[src/rtl/bbes_pkg.sv]
// ============================================================================
// bbes_pkg
// Shared widths, reset values, codes and the command and status structures
// of the buzzer beep envelope sequencer.
// ============================================================================
package bbes_pkg;

   localparam int unsigned DUTY_W     = 9;
   localparam int unsigned COUNT_W    = 8;
   localparam int unsigned DUR_W      = 16;
   localparam int unsigned LEVEL_W    = 16;
   localparam int unsigned WRAP_W     = 16;
   localparam int unsigned GAP_W      = 16;
   localparam int unsigned CSR_IDX_W  = 1;
   localparam int unsigned CSR_DATA_W = 16;

   // Duty is in 1/256 units.
   localparam int unsigned Q8_SHIFT = 8;

   localparam int unsigned RAMP_STEPS_DEF = 100;

   localparam logic [WRAP_W-1:0] WRAP_RESET = 16'd7812;
   localparam logic [GAP_W-1:0]  GAP_RESET  = 16'd100;

   // Register indexes of the configuration port.
   localparam logic [CSR_IDX_W-1:0] CSR_WRAP_TOP = 1'b0;
   localparam logic [CSR_IDX_W-1:0] CSR_GAP_MS   = 1'b1;

   // Request operations.
   localparam logic OP_TICK  = 1'b0;
   localparam logic OP_START = 1'b1;

   typedef struct packed {
      logic latch_start;
      logic finish;
      logic dwell_dec;
      logic dwell_dur;
      logic dwell_gap;
      logic dwell_ramp;
      logic rep_dec;
      logic step_clr;
      logic step_inc;
      logic step_dec;
      logic calc_start;
      logic calc_ramp;
      logic level_zero;
      logic level_calc;
   } cmd_type;

   typedef struct packed {
      logic req_steady;
      logic dur_zero;
      logic gap_zero;
      logic dwell_zero;
      logic rep_gt1;
      logic step_below_top;
      logic step_nonzero;
      logic mode_ramp;
      logic mode_end;
      logic mode_peak;
      logic calc_done;
   } status_type;

endpackage

[src/rtl/bbes_datapath.sv]
// ============================================================================
// bbes_datapath
// Latched start settings, step, dwell and repeat counters, configuration
// registers and the three-stage level arithmetic.
// ============================================================================
module bbes_datapath #(
   parameter int unsigned RAMP_STEPS = bbes_pkg::RAMP_STEPS_DEF
) (
   input  logic                              clock,
   input  logic                              reset,
   input  bbes_pkg::cmd_type                 cmd,
   output bbes_pkg::status_type              status,
   input  logic [bbes_pkg::DUTY_W-1:0]       req_duty_q8,
   input  logic [bbes_pkg::COUNT_W-1:0]      req_repeat_count,
   input  logic [bbes_pkg::DUR_W-1:0]        req_duration_ms,
   input  logic                              req_ramp_mode,
   input  logic                              req_end_mode,
   input  logic                              req_end_at_peak,
   input  logic                              csr_we,
   input  logic [bbes_pkg::CSR_IDX_W-1:0]    csr_index,
   input  logic [bbes_pkg::CSR_DATA_W-1:0]   csr_wdata,
   output logic [bbes_pkg::LEVEL_W-1:0]      level
);
   import bbes_pkg::*;

   localparam int unsigned STEP_W = $clog2(RAMP_STEPS + 1);
   localparam int unsigned OP_W   = DUTY_W + STEP_W;
   localparam int unsigned PROD_W = OP_W + WRAP_W;
   localparam int unsigned Y_W    = PROD_W - Q8_SHIFT;
   localparam int unsigned K_LVL  = Y_W + STEP_W;
   localparam int unsigned LP_W   = Y_W + K_LVL + 1;
   localparam int unsigned HD_W   = DUR_W - 1;
   localparam int unsigned K_DW   = HD_W + STEP_W;
   localparam int unsigned DP_W   = HD_W + K_DW + 1;

   // Reciprocals rounded up; with the shift chosen this way the quotient is
   // exact for every dividend of the given width.
   localparam logic [K_LVL:0] RECIP_LVL =
      (K_LVL + 1)'(((64'd1 << K_LVL) + 64'(RAMP_STEPS) - 64'd1) / 64'(RAMP_STEPS));
   localparam logic [K_DW:0]  RECIP_DW  =
      (K_DW + 1)'(((64'd1 << K_DW) + 64'(RAMP_STEPS) - 64'd1) / 64'(RAMP_STEPS));
   localparam logic [STEP_W-1:0] STEP_TOP = STEP_W'(RAMP_STEPS);

   localparam int unsigned M_RAMP = 0;
   localparam int unsigned M_END  = 1;
   localparam int unsigned M_PEAK = 2;

   logic [DUTY_W-1:0]  duty_ff,  duty_in;
   logic [DUR_W-1:0]   dur_ff,   dur_in;
   logic [2:0]         mode_ff,  mode_in;
   logic [STEP_W-1:0]  step_ff,  step_in;
   logic [DUR_W-1:0]   dwell_ff, dwell_in;
   logic [COUNT_W-1:0] rep_ff,   rep_in;
   logic [DUR_W-1:0]   rdw_ff,   rdw_in;
   logic [LEVEL_W-1:0] level_ff, level_in;
   logic [WRAP_W-1:0]  wrap_ff,  wrap_in;
   logic [GAP_W-1:0]   gap_ff,   gap_in;
   logic [2:0]         vld_ff,   vld_in;
   logic [2:0]         ramp_ff,  ramp_in;
   logic [OP_W-1:0]    op_ff,    op_in;
   logic [PROD_W-1:0]  prod_ff,  prod_in;
   logic [Y_W-1:0]     y3_ff,    y3_in;
   logic [Y_W-1:0]     q3_ff,    q3_in;

   logic [HD_W-1:0]    half_dur;
   logic [DP_W-1:0]    dw_prod;
   logic [HD_W-1:0]    dw_q;
   logic [LP_W-1:0]    lvl_prod;
   logic [Y_W-1:0]     sel;
   logic [LEVEL_W-1:0] sat;

   // Ramp dwell is floor(duration / (2 * steps)), at least one tick.
   always_comb begin
      half_dur = req_duration_ms[DUR_W-1:1];
      dw_prod  = DP_W'(half_dur) * DP_W'(RECIP_DW);
      dw_q     = dw_prod[K_DW +: HD_W];
   end

   always_comb begin
      op_in    = cmd.calc_ramp ? OP_W'(duty_ff) * OP_W'(step_ff) : OP_W'(duty_ff);
      prod_in  = PROD_W'(op_ff) * PROD_W'(wrap_ff);
      y3_in    = prod_ff[PROD_W-1:Q8_SHIFT];
      lvl_prod = LP_W'(y3_in) * LP_W'(RECIP_LVL);
      q3_in    = lvl_prod[K_LVL +: Y_W];
      sel      = ramp_ff[2] ? q3_ff : y3_ff;
      sat      = (|sel[Y_W-1:LEVEL_W]) ? {LEVEL_W{1'b1}} : sel[LEVEL_W-1:0];
      vld_in   = {vld_ff[1:0], cmd.calc_start};
      ramp_in  = {ramp_ff[1:0], cmd.calc_ramp};
   end

   always_comb begin
      duty_in  = duty_ff;
      dur_in   = dur_ff;
      mode_in  = mode_ff;
      rdw_in   = rdw_ff;
      step_in  = step_ff;
      dwell_in = dwell_ff;
      rep_in   = rep_ff;
      level_in = level_ff;
      wrap_in  = wrap_ff;
      gap_in   = gap_ff;

      if (cmd.latch_start) begin
         duty_in = req_duty_q8;
         dur_in  = req_duration_ms;
         mode_in = {req_end_at_peak, req_end_mode, req_ramp_mode};
         rdw_in  = (dw_q == '0) ? DUR_W'(1) : {1'b0, dw_q};
      end

      priority if (cmd.latch_start || cmd.step_clr) begin
         step_in = '0;
      end else if (cmd.step_inc) begin
         step_in = step_ff + STEP_W'(1);
      end else if (cmd.step_dec) begin
         step_in = step_ff - STEP_W'(1);
      end

      priority if (cmd.finish) begin
         dwell_in = '0;
      end else if (cmd.dwell_dur) begin
         dwell_in = dur_ff;
      end else if (cmd.dwell_gap) begin
         dwell_in = gap_ff;
      end else if (cmd.dwell_ramp) begin
         dwell_in = rdw_ff;
      end else if (cmd.dwell_dec) begin
         dwell_in = dwell_ff - DUR_W'(1);
      end

      priority if (cmd.finish) begin
         rep_in = '0;
      end else if (cmd.latch_start) begin
         rep_in = (req_repeat_count == '0) ? COUNT_W'(1) : req_repeat_count;
      end else if (cmd.rep_dec) begin
         rep_in = rep_ff - COUNT_W'(1);
      end

      priority if (cmd.level_zero) begin
         level_in = '0;
      end else if (cmd.level_calc) begin
         level_in = sat;
      end

      if (csr_we) begin
         unique case (csr_index)
            CSR_WRAP_TOP: wrap_in = csr_wdata;
            CSR_GAP_MS:   gap_in  = csr_wdata;
            default:      wrap_in = wrap_ff;
         endcase
      end
   end

   always_ff @(posedge clock) begin
      if (reset) begin
         duty_ff  <= '0;
         dur_ff   <= '0;
         mode_ff  <= '0;
         rdw_ff   <= '0;
         step_ff  <= '0;
         dwell_ff <= '0;
         rep_ff   <= '0;
         level_ff <= '0;
         wrap_ff  <= WRAP_RESET;
         gap_ff   <= GAP_RESET;
         vld_ff   <= '0;
      end else begin
         duty_ff  <= duty_in;
         dur_ff   <= dur_in;
         mode_ff  <= mode_in;
         rdw_ff   <= rdw_in;
         step_ff  <= step_in;
         dwell_ff <= dwell_in;
         rep_ff   <= rep_in;
         level_ff <= level_in;
         wrap_ff  <= wrap_in;
         gap_ff   <= gap_in;
         vld_ff   <= vld_in;
      end
   end

   always_ff @(posedge clock) begin
      ramp_ff <= ramp_in;
      op_ff   <= op_in;
      prod_ff <= prod_in;
      y3_ff   <= y3_in;
      q3_ff   <= q3_in;
   end

   always_comb begin
      status.req_steady     = (req_repeat_count == '0) && !req_ramp_mode;
      status.dur_zero       = (dur_ff == '0);
      status.gap_zero       = (gap_ff == '0);
      status.dwell_zero     = (dwell_ff == '0);
      status.rep_gt1        = (rep_ff > COUNT_W'(1));
      status.step_below_top = (step_ff < STEP_TOP);
      status.step_nonzero   = (step_ff != '0);
      status.mode_ramp      = mode_ff[M_RAMP];
      status.mode_end       = mode_ff[M_END];
      status.mode_peak      = mode_ff[M_PEAK];
      status.calc_done      = vld_ff[2];
   end

   assign level = level_ff;

endmodule

[src/rtl/bbes_ctrl.sv]
// ============================================================================
// bbes_ctrl
// Sequence phase register and the control state machine that walks through
// phase entries, zero-length fall-through and level computation per request.
// ============================================================================
module bbes_ctrl (
   input  logic                 clock,
   input  logic                 reset,
   input  logic                 req_valid,
   output logic                 req_ready,
   input  logic                 req_operation,
   input  bbes_pkg::status_type status,
   output bbes_pkg::cmd_type    cmd,
   input  logic                 rsp_free,
   output logic                 rsp_load,
   output logic                 busy
);
   import bbes_pkg::*;

   typedef enum logic [9:0] {
      C_IDLE   = 10'b0000000001,
      C_STEADY = 10'b0000000010,
      C_START  = 10'b0000000100,
      C_HOLD   = 10'b0000001000,
      C_GAP    = 10'b0000010000,
      C_NEXT   = 10'b0000100000,
      C_RAMP   = 10'b0001000000,
      C_CALC   = 10'b0010000000,
      C_TICK   = 10'b0100000000,
      C_RESP   = 10'b1000000000
   } ctl_type;

   typedef enum logic [5:0] {
      P_IDLE = 6'b000001,
      P_HOLD = 6'b000010,
      P_GAP  = 6'b000100,
      P_UP   = 6'b001000,
      P_DOWN = 6'b010000,
      P_REUP = 6'b100000
   } phase_type;

   ctl_type   state_ff, state_in;
   phase_type phase_ff, phase_in;

   always_comb begin
      state_in  = state_ff;
      phase_in  = phase_ff;
      cmd       = '0;
      req_ready = 1'b0;
      rsp_load  = 1'b0;

      unique case (state_ff)
         C_IDLE: begin
            req_ready = 1'b1;
            if (req_valid) begin
               if (req_operation == OP_START) begin
                  if (phase_ff == P_IDLE) begin
                     cmd.latch_start = 1'b1;
                     if (status.req_steady) begin
                        cmd.finish = 1'b1;
                        state_in   = C_STEADY;
                     end else begin
                        state_in = C_START;
                     end
                  end else begin
                     // A start request while a sequence runs changes nothing.
                     state_in = C_RESP;
                  end
               end else if (phase_ff != P_IDLE) begin
                  cmd.dwell_dec = 1'b1;
                  state_in      = C_TICK;
               end else begin
                  state_in = C_RESP;
               end
            end
         end
         C_STEADY: begin
            cmd.calc_start = 1'b1;
            state_in       = C_CALC;
         end
         C_START: begin
            if (status.mode_ramp) begin
               phase_in = P_UP;
               state_in = C_RAMP;
            end else begin
               state_in = C_HOLD;
            end
         end
         C_HOLD: begin
            phase_in = P_HOLD;
            if (!status.dur_zero) begin
               cmd.dwell_dur  = 1'b1;
               cmd.calc_start = 1'b1;
               state_in       = C_CALC;
            end else begin
               state_in = C_GAP;
            end
         end
         C_GAP: begin
            phase_in       = P_GAP;
            cmd.level_zero = 1'b1;
            if (!status.gap_zero) begin
               cmd.dwell_gap = 1'b1;
               state_in      = C_RESP;
            end else begin
               state_in = C_NEXT;
            end
         end
         C_NEXT: begin
            if (status.rep_gt1) begin
               cmd.rep_dec  = 1'b1;
               cmd.step_clr = 1'b1;
               if (status.mode_ramp) begin
                  phase_in = P_UP;
                  state_in = C_RAMP;
               end else begin
                  state_in = C_HOLD;
               end
            end else begin
               cmd.finish     = 1'b1;
               cmd.level_zero = 1'b1;
               phase_in       = P_IDLE;
               state_in       = C_RESP;
            end
         end
         C_RAMP: begin
            cmd.dwell_ramp = 1'b1;
            cmd.calc_start = 1'b1;
            cmd.calc_ramp  = 1'b1;
            state_in       = C_CALC;
         end
         C_CALC: begin
            if (status.calc_done) begin
               cmd.level_calc = 1'b1;
               state_in       = C_RESP;
            end
         end
         C_TICK: begin
            state_in = C_RESP;
            if (status.dwell_zero) begin
               unique case (phase_ff)
                  P_HOLD: state_in = C_GAP;
                  P_GAP:  state_in = C_NEXT;
                  P_UP: begin
                     if (status.step_below_top) begin
                        cmd.step_inc = 1'b1;
                     end else begin
                        phase_in = P_DOWN;
                     end
                     state_in = C_RAMP;
                  end
                  P_DOWN: begin
                     if (status.step_nonzero) begin
                        cmd.step_dec = 1'b1;
                        state_in     = C_RAMP;
                     end else if (status.mode_end && status.mode_peak) begin
                        cmd.step_clr = 1'b1;
                        phase_in     = P_REUP;
                        state_in     = C_RAMP;
                     end else if (status.mode_end) begin
                        cmd.finish     = 1'b1;
                        cmd.level_zero = 1'b1;
                        phase_in       = P_IDLE;
                     end else begin
                        state_in = C_GAP;
                     end
                  end
                  P_REUP: begin
                     if (status.step_below_top) begin
                        cmd.step_inc = 1'b1;
                        state_in     = C_RAMP;
                     end else begin
                        // The peak level stays after the sequence ends.
                        cmd.finish = 1'b1;
                        phase_in   = P_IDLE;
                     end
                  end
                  default: begin
                     cmd.finish     = 1'b1;
                     cmd.level_zero = 1'b1;
                     phase_in       = P_IDLE;
                  end
               endcase
            end
         end
         C_RESP: begin
            if (rsp_free) begin
               rsp_load = 1'b1;
               state_in = C_IDLE;
            end
         end
         default: begin
            state_in = C_IDLE;
            phase_in = P_IDLE;
         end
      endcase
   end

   always_ff @(posedge clock) begin
      if (reset) begin
         state_ff <= C_IDLE;
         phase_ff <= P_IDLE;
      end else begin
         state_ff <= state_in;
         phase_ff <= phase_in;
      end
   end

   assign busy = (phase_ff != P_IDLE);

endmodule

[src/rtl/buzzer_beep_envelope_sequencer.sv]
// Path from accepted request to response: an idle tick or an ignored start goes
// straight to the response state, a tick that ends no phase passes C_TICK, one
// that opens a gap also C_GAP, and a steady, hold or ramp level goes through the
// three-stage multiply; each phase passed on the way adds a state to the path.
// Throughput: one request at a time, the next is taken once the response is held.
// Synchronous active-high reset: idle phase, level 0, wrap_top 7812, gap_ms 100.
// ============================================================================
// buzzer_beep_envelope_sequencer
// Top level: controller, datapath and the registered response stage of a
// buzzer PWM level sequencer driven by millisecond ticks and start requests.
// ============================================================================
module buzzer_beep_envelope_sequencer #(
   parameter int unsigned RAMP_STEPS = bbes_pkg::RAMP_STEPS_DEF
) (
   input  logic                              clock,
   input  logic                              reset,
   input  logic                              req_valid,
   output logic                              req_ready,
   input  logic                              req_operation,
   input  logic [bbes_pkg::DUTY_W-1:0]       req_duty_q8,
   input  logic [bbes_pkg::COUNT_W-1:0]      req_repeat_count,
   input  logic [bbes_pkg::DUR_W-1:0]        req_duration_ms,
   input  logic                              req_ramp_mode,
   input  logic                              req_end_mode,
   input  logic                              req_end_at_peak,
   output logic                              rsp_valid,
   input  logic                              rsp_ready,
   output logic [bbes_pkg::LEVEL_W-1:0]      rsp_pwm_level,
   output logic                              rsp_busy_res,
   input  logic                              csr_valid,
   output logic                              csr_ready,
   input  logic [bbes_pkg::CSR_IDX_W-1:0]    csr_index,
   input  logic [bbes_pkg::CSR_DATA_W-1:0]   csr_wdata
);
   import bbes_pkg::*;

   cmd_type            cmd;
   status_type         status;
   logic               rsp_free;
   logic               rsp_load;
   logic               busy;
   logic [LEVEL_W-1:0] level;

   logic               rsp_valid_ff, rsp_valid_in;
   logic [LEVEL_W-1:0] rsp_level_ff, rsp_level_in;
   logic               rsp_busy_ff,  rsp_busy_in;

   assign csr_ready = 1'b1;

   bbes_ctrl u_ctrl (
      .clock         (clock),
      .reset         (reset),
      .req_valid     (req_valid),
      .req_ready     (req_ready),
      .req_operation (req_operation),
      .status        (status),
      .cmd           (cmd),
      .rsp_free      (rsp_free),
      .rsp_load      (rsp_load),
      .busy          (busy)
   );

   bbes_datapath #(
      .RAMP_STEPS (RAMP_STEPS)
   ) u_datapath (
      .clock            (clock),
      .reset            (reset),
      .cmd              (cmd),
      .status           (status),
      .req_duty_q8      (req_duty_q8),
      .req_repeat_count (req_repeat_count),
      .req_duration_ms  (req_duration_ms),
      .req_ramp_mode    (req_ramp_mode),
      .req_end_mode     (req_end_mode),
      .req_end_at_peak  (req_end_at_peak),
      .csr_we           (csr_valid && csr_ready),
      .csr_index        (csr_index),
      .csr_wdata        (csr_wdata),
      .level            (level)
   );

   // The response register frees up in the same cycle as it is taken.
   always_comb begin
      rsp_free     = !rsp_valid_ff || rsp_ready;
      rsp_valid_in = rsp_load || (rsp_valid_ff && !rsp_ready);
      rsp_level_in = rsp_load ? level : rsp_level_ff;
      rsp_busy_in  = rsp_load ? busy  : rsp_busy_ff;
   end

   always_ff @(posedge clock) begin
      if (reset) begin
         rsp_valid_ff <= 1'b0;
      end else begin
         rsp_valid_ff <= rsp_valid_in;
      end
   end

   always_ff @(posedge clock) begin
      rsp_level_ff <= rsp_level_in;
      rsp_busy_ff  <= rsp_busy_in;
   end

   assign rsp_valid     = rsp_valid_ff;
   assign rsp_pwm_level = rsp_level_ff;
   assign rsp_busy_res  = rsp_busy_ff;

endmodule
[config.mk]
export PLATFORM = sky130hd
export DESIGN_NAME = buzzer_beep_envelope_sequencer
export DESIGN_NICKNAME = d
export VERILOG_FILES = /design/src/rtl/bbes_pkg.sv /design/src/rtl/bbes_datapath.sv /design/src/rtl/bbes_ctrl.sv /design/src/rtl/buzzer_beep_envelope_sequencer.sv
export SDC_FILE = /design/constraint.sdc
export NUM_CORES = 2
export LEC_CHECK = 0
export ABC_CLOCK_PERIOD_IN_PS = 13200
export BUFFER_PORTS_ARGS = -buffer_cell sky130_fd_sc_hd__buf_2
export CORE_UTILIZATION = 50
export CTS_CLUSTER_SIZE = 24
export DETAILED_ROUTE_END_ITERATION = 8
export PLACE_DENSITY = 0.71
export SYNTH_ARGS = -nofsm -noshare
export SYNTH_HDL_FRONTEND = slang
export SYNTH_HIERARCHICAL = 1
export SYNTH_SLANG_ARGS = --single-unit
[constraint.sdc]
create_clock -name clock -period 13.2 [get_ports clock]
set_input_delay 1.32 -clock clock [delete_from_list [all_inputs] [get_ports clock]]
set_output_delay 1.32 -clock clock [all_outputs]
set_load 0.02 [all_outputs]
# After elaboration in Yosys (flattened, before gate mapping)
# Index checks and enable logic that the tools add are counted.
word_totals:
  reg_bits: 253
  in_bits: 59
  out_inout_bits: 20
op_classes:
  n_addsub: 4
  n_mul: 4
  n_lt_le_gt_ge: 2
  n_eq_ne: 26
  mux: 83
  bitwise: 2
  n_reduce_logical: 32
op_table:
  columns: ["cell", "count"]
  rows:
  - ["2-to-1 mux 10 bit", 13]
  - ["case mux 10 bit (9 select lines)", 1]
  - ["2-to-1 mux 16 bit", 5]
  - ["case mux 10 bit (5 select lines)", 1]
  - ["multiplier 24 x 25 -> 49 bit, second input constant", 1]
  - ["logical NOT 16 bit", 3]
  - ["2-to-1 mux 6 bit", 8]
  - ["case mux 6 bit (6 select lines)", 1]
  - ["multiplier 16 x 16 -> 32 bit", 1]
  - ["2-to-1 mux 8 bit", 4]
  - ["2-to-1 mux 1 bit", 30]
  - ["multiplier 15 x 13 -> 28 bit, second input constant", 1]
  - ["2-to-1 mux 24 bit", 1]
  - ["case mux 6 bit (4 select lines)", 1]
  - ["2-to-1 mux 7 bit", 3]
  - ["2-to-1 mux 9 bit", 2]
  - ["multiplier 9 x 7 -> 16 bit", 1]
  - ["subtractor 16 x 1 -> 16 bit, second input constant", 1]
  - ["logical NOT 15 bit", 1]
  - ["OR reduction 2 bit", 6]
  - ["== test 10 x 1 -> 1 bit, second input constant", 1]
  - ["== test 10 bit, second input constant", 1]
  - ["== test 10 x 2 -> 1 bit, second input constant", 1]
  - ["== test 10 x 3 -> 1 bit, second input constant", 1]
  - ["41 further kinds", 64]

# Depth between registers and ports, before layout
depth:
  depth_word: 11
  ltp_mapped: 25
  depth_no_buf: 25

# Hierarchy
# Netlist, hierarchy kept.
by_module_without_submodules:
  columns: ["module", "instances", "cells_each", "area_each_um2", "seq_area_each_um2"]
  rows:
  - ["bbes_datapath", 1, 3232, 30220.2, 4083.9]
  - ["bbes_ctrl", 1, 203, 1473.9, 320.3]
  - ["buzzer_beep_envelope_sequencer", 1, 23, 568.0, 530.5]

# Least setup slack after synthesis
# No wires, ideal clock.
synth_path:
  kind: "register to register"
  startpoint: "register u_datapath.prod_ff[15]"
  endpoint: "register u_datapath.q3_ff[17]"
  arrival_ns: 6.154
  setup_slack_ns: 6.920
  path_stages_with_launch: 24
  n_path_buf: 0
  synth_period_minus_slack_ns: 6.280
  cell_sequence: "dfxtp_1 -> inv_1 -> fa_1 -> inv_1 -> fa_1 -> inv_1 -> fa_1 -> inv_1 -> fa_1 -> fa_1 -> fa_1 -> inv_1 -> fa_1 -> inv_1 -> ha_1 -> and2_1 -> a21oi_1 -> a21oi_1 -> a211oi_1 -> a211oi_1 -> o32ai_2 -> o31ai_1 -> o41ai_2 -> xnor2_1"
synth_via:
  elab_chain_len: 1
synth_rtl:
  columns: ["item", "line_no", "rtl"]
  rows:
  - ["start: declaration", "bbes_datapath.sv:61", "logic [PROD_W-1:0] prod_ff, prod_in;"]
  - ["start signal: assignment", "bbes_datapath.sv:184", "prod_ff <= prod_in;"]
  - ["multiplier 24 x 25 -> 49 bit", "bbes_datapath.sv:83", "lvl_prod = LP_W'(y3_in) * LP_W'(RECIP_LVL);"]
  - ["named net u_datapath.lvl_prod[48]", "bbes_datapath.sv:68", "logic [LP_W-1:0] lvl_prod;"]
  - ["end signal: assignment", "bbes_datapath.sv:186", "q3_ff <= q3_in;"]
  - ["end: declaration", "bbes_datapath.sv:63", "logic [Y_W-1:0] q3_ff, q3_in;"]
# The timed path passes the listed nets, and every way through them passes these cells.
# A chain may end at the register's enable or synchronous reset.

# Worst setup path in the final report
layout_path:
  startpoint: "register u_datapath.prod_ff[15]"
  endpoint: "register u_datapath.q3_ff[14]"
# The elaborated chain is that of the path after synthesis.

==> key figures <==
CTS
  – Clock Latency Late Sink: 570 ps
  – Max clock buf depth: 3
  – Post-CTS sizing: 0
  – CTS tree: built
  – Inserted Clock Buffers: 27
  – # H-tree levels: 1
  – Post-CTS setup buffer count: 0
  – Clock root buffer: clkbuf_16
  – CTS Hold Buffers Added: 0
  – Clk sinks: 238
  – Clock slew at reported path FFs: 60 ps

Timing
  – Worst slew pin tran: 1010 ps
  – Final setup vio count: 0
  – Setup TNS: 0 ps
  – Worst Slack Setup Final: 6400 ps
  – Rel. slew slack: 32.7%
  – Fin Clk Skew: 31.9 ps
  – Min Tclk post-route: 6800 ps
  – Unrepaired setup endpoints after global routing: false
  – Fmax: 147 MHz
  – Hold Vio Cnt, Final: 0
  – Max-slew violations: 0
  – Fin crit share: 51.5%

Power and ir drop
  – Lkg Pwr: 0.0176 uW
  – Pwr Total: 6060 uW
  – Maximum vdd drop: 0.000336 V
  – PD cells: 177 nW/um2

Place
  – Post-DP Area: 33400 um2
  – RD Place Congestion: 0.965
  – Place WS: 6430 ps
  – Port Buffer Count: 77
  – Post-detail-place hpwl: 61700 um

Routing
  – Vias per Instance: 5.24
  – DRC violations left: 0
  – Vias: 22.7k
  – Post-route ant nets: 0
  – Final WL: 74900 um
  – DRT Pass-1 Iters: 5
  – Avg WL per Cell: 17.3 um
  – 1st-iter DRT viols: 1322

Floorplan
  – Die ar.: 65500 um2
  – Core Region: 63400 um2
  – Die height: 256 um
  – # rows: 92
  – Initial Util: 50.9%
  – Die Wd: 256 um
  – # IOs: 79

Critical path
  – CP Max Fanout: 9
  – Worst path required time: 13660 ps
  – Worst r2r src: u_datapath/prod_ff[15]
  – Crit path from: u_datapath/prod_ff[15]
  – Worst Path Arrival: 7260 ps
  – Critical path startpoint category: register
  – Worst setup EP type: register
  – Kind of critical path: register to register

Global routing
  – Global-route wire length before repair: 124000 um
  – GR Util All Layers: 23.6%
  – Pin count of the biggest net entering global routing: 73
  – Vias in the first global route: 23.7k
  – Initial antenna violation count: 1
  – Global route total overflow: 0

Cells and area
  – Commonest non-fill, non-tap cells in the layout: inv_1, fa_1, ha_1
  – Layout cells sized above 1: 4.85%
  – Commonest non-fill, non-tap cell in the layout: inv_1
  – Final net count: 4518
  – Design area: 34200 um2
  – P&R area growth vs syn: 5.93%
  – Utilization after layout: 53.9%
  – Antenna cells: 0

Logic synthesis
  – Post-synth EDFFs: 17
  – Flops & latches, synth: 238
  – Post-synth cell types: 89
  – Synth Warn #: 6
  – Syn Inst Count: 3458
  – Asr flop ratio synth: 0%
  – Syn Std Cell Area: 32300 um2
  – Seq/Total Area, Yosys: 15.3%
  – Syn avg cell area: 9.33 um2
  – Syn_nets: 4511
  – Main flop type after synthesis: dfxtp_1

Job
  – Total of max-cap violations: 0

Worst hold path
  – HP Class: register to register
  – HP Start: u_datapath/ramp_ff[0]

Status
  – Status: finished, final reports clean
==> sequential cells by signal, summed over array words and instances, names as in the netlist, 9 cells and up <==
name                 cells
u_datapath/gap_ff       16
u_datapath/rdw_ff        9
u_ctrl/state_ff         10
u_datapath/level        16
u_datapath/q3_ff        18
rsp_pwm_level           16
u_datapath/wrap_ff      16
u_datapath/y3_ff        24
u_datapath/prod_ff      24
u_datapath/dur_ff       16
u_datapath/duty_ff       9
u_datapath/dwell_ff     16
u_datapath/op_ff        16
==> synthesized netlist by cell type, types with 36 or more instances <==
cell      count  area (um2)
a21oi_1     133         666
inv_1       738        2770
ha_1        496        6210
clkbuf_1     96         360
nand2_1     329        1230
xor2_1       36         315
dfxtp_1     221        4420
and2_1      149         932
o21ai_0      43         215
xnor2_1      57         499
nor3_1       38         190
mux2i_1      56         561
nor2_1      188         706
fa_1        498        9970
==> cell type report <==
cell class	count	area, um2
clock buffers	35	706
clock inverters	13	115
fillers	5682	29200
inverters	738	2770
multi-input cells	2371	24100
flip-flops and latches	238	4930
well taps	846	1060
repair buffers	89	475
==> power by group <==
| group | internal (uW) | switching (uW) |
|---|---|---|
| registers | 784 | 103 |
| clock network | 399 | 324 |
| logic | 1870 | 2580 |
| total | 3050 | 3010 |
==> per-layer routing <==
layer / GRT usage (%) / part of all wire (%)
met2: 39.3 / 47
met5: 0 / 0
met1: 32.8 / 45
met4: 5.57 / 2.4
met3: 2.65 / 5.6
==> worst max-delay path, cell delays in order (launching register included) <==
cell and delay [ps]:
dfxtp_1 580, inv_1 160, fa_1 540, inv_1 90, fa_1 500, inv_1 50, fa_1 470, inv_1 60
fa_1 500, fa_1 510, fa_1 490, inv_1 50, fa_1 470, inv_1 40, ha_1 280, a21o_1 200
a31oi_1 180, o21ai_0 130, a31oi_1 180, o21ai_0 170, o211ai_1 390, a21oi_1 190, o41ai_1 280, o21ba_2 210
==> stage by stage <==
step	hold slack, ps	instances
after CTS	327	4330
final	327	4330
after global routing	335	4330
after global placement	316	4282
after floorplan	310	3458
after detailed placement	312	4282
==> kinds of logic after synthesis <==
kind of cell | synth area share, %
AO/OA/AOI/OAI | 6.88
other | 0.0116
adder cells (fa/ha/maj) | 50.1
XOR/XNOR | 2.52
multiplexers | 2.02
AND/OR/NAND/NOR | 13.2
buffers and inverters | 9.97
flip-flops | 15.3
==> final timing paths <==
path | end | slack, ps | cells after the start
min | u_datapath/ramp_ff[1] | 330 | 0
max | u_datapath/q3_ff[14] | 6400 | 23
min reg2reg | u_datapath/ramp_ff[1] | 330 | 0
max reg2reg | u_datapath/q3_ff[14] | 6400 | 23
Power figures use the tool's default switching activity.
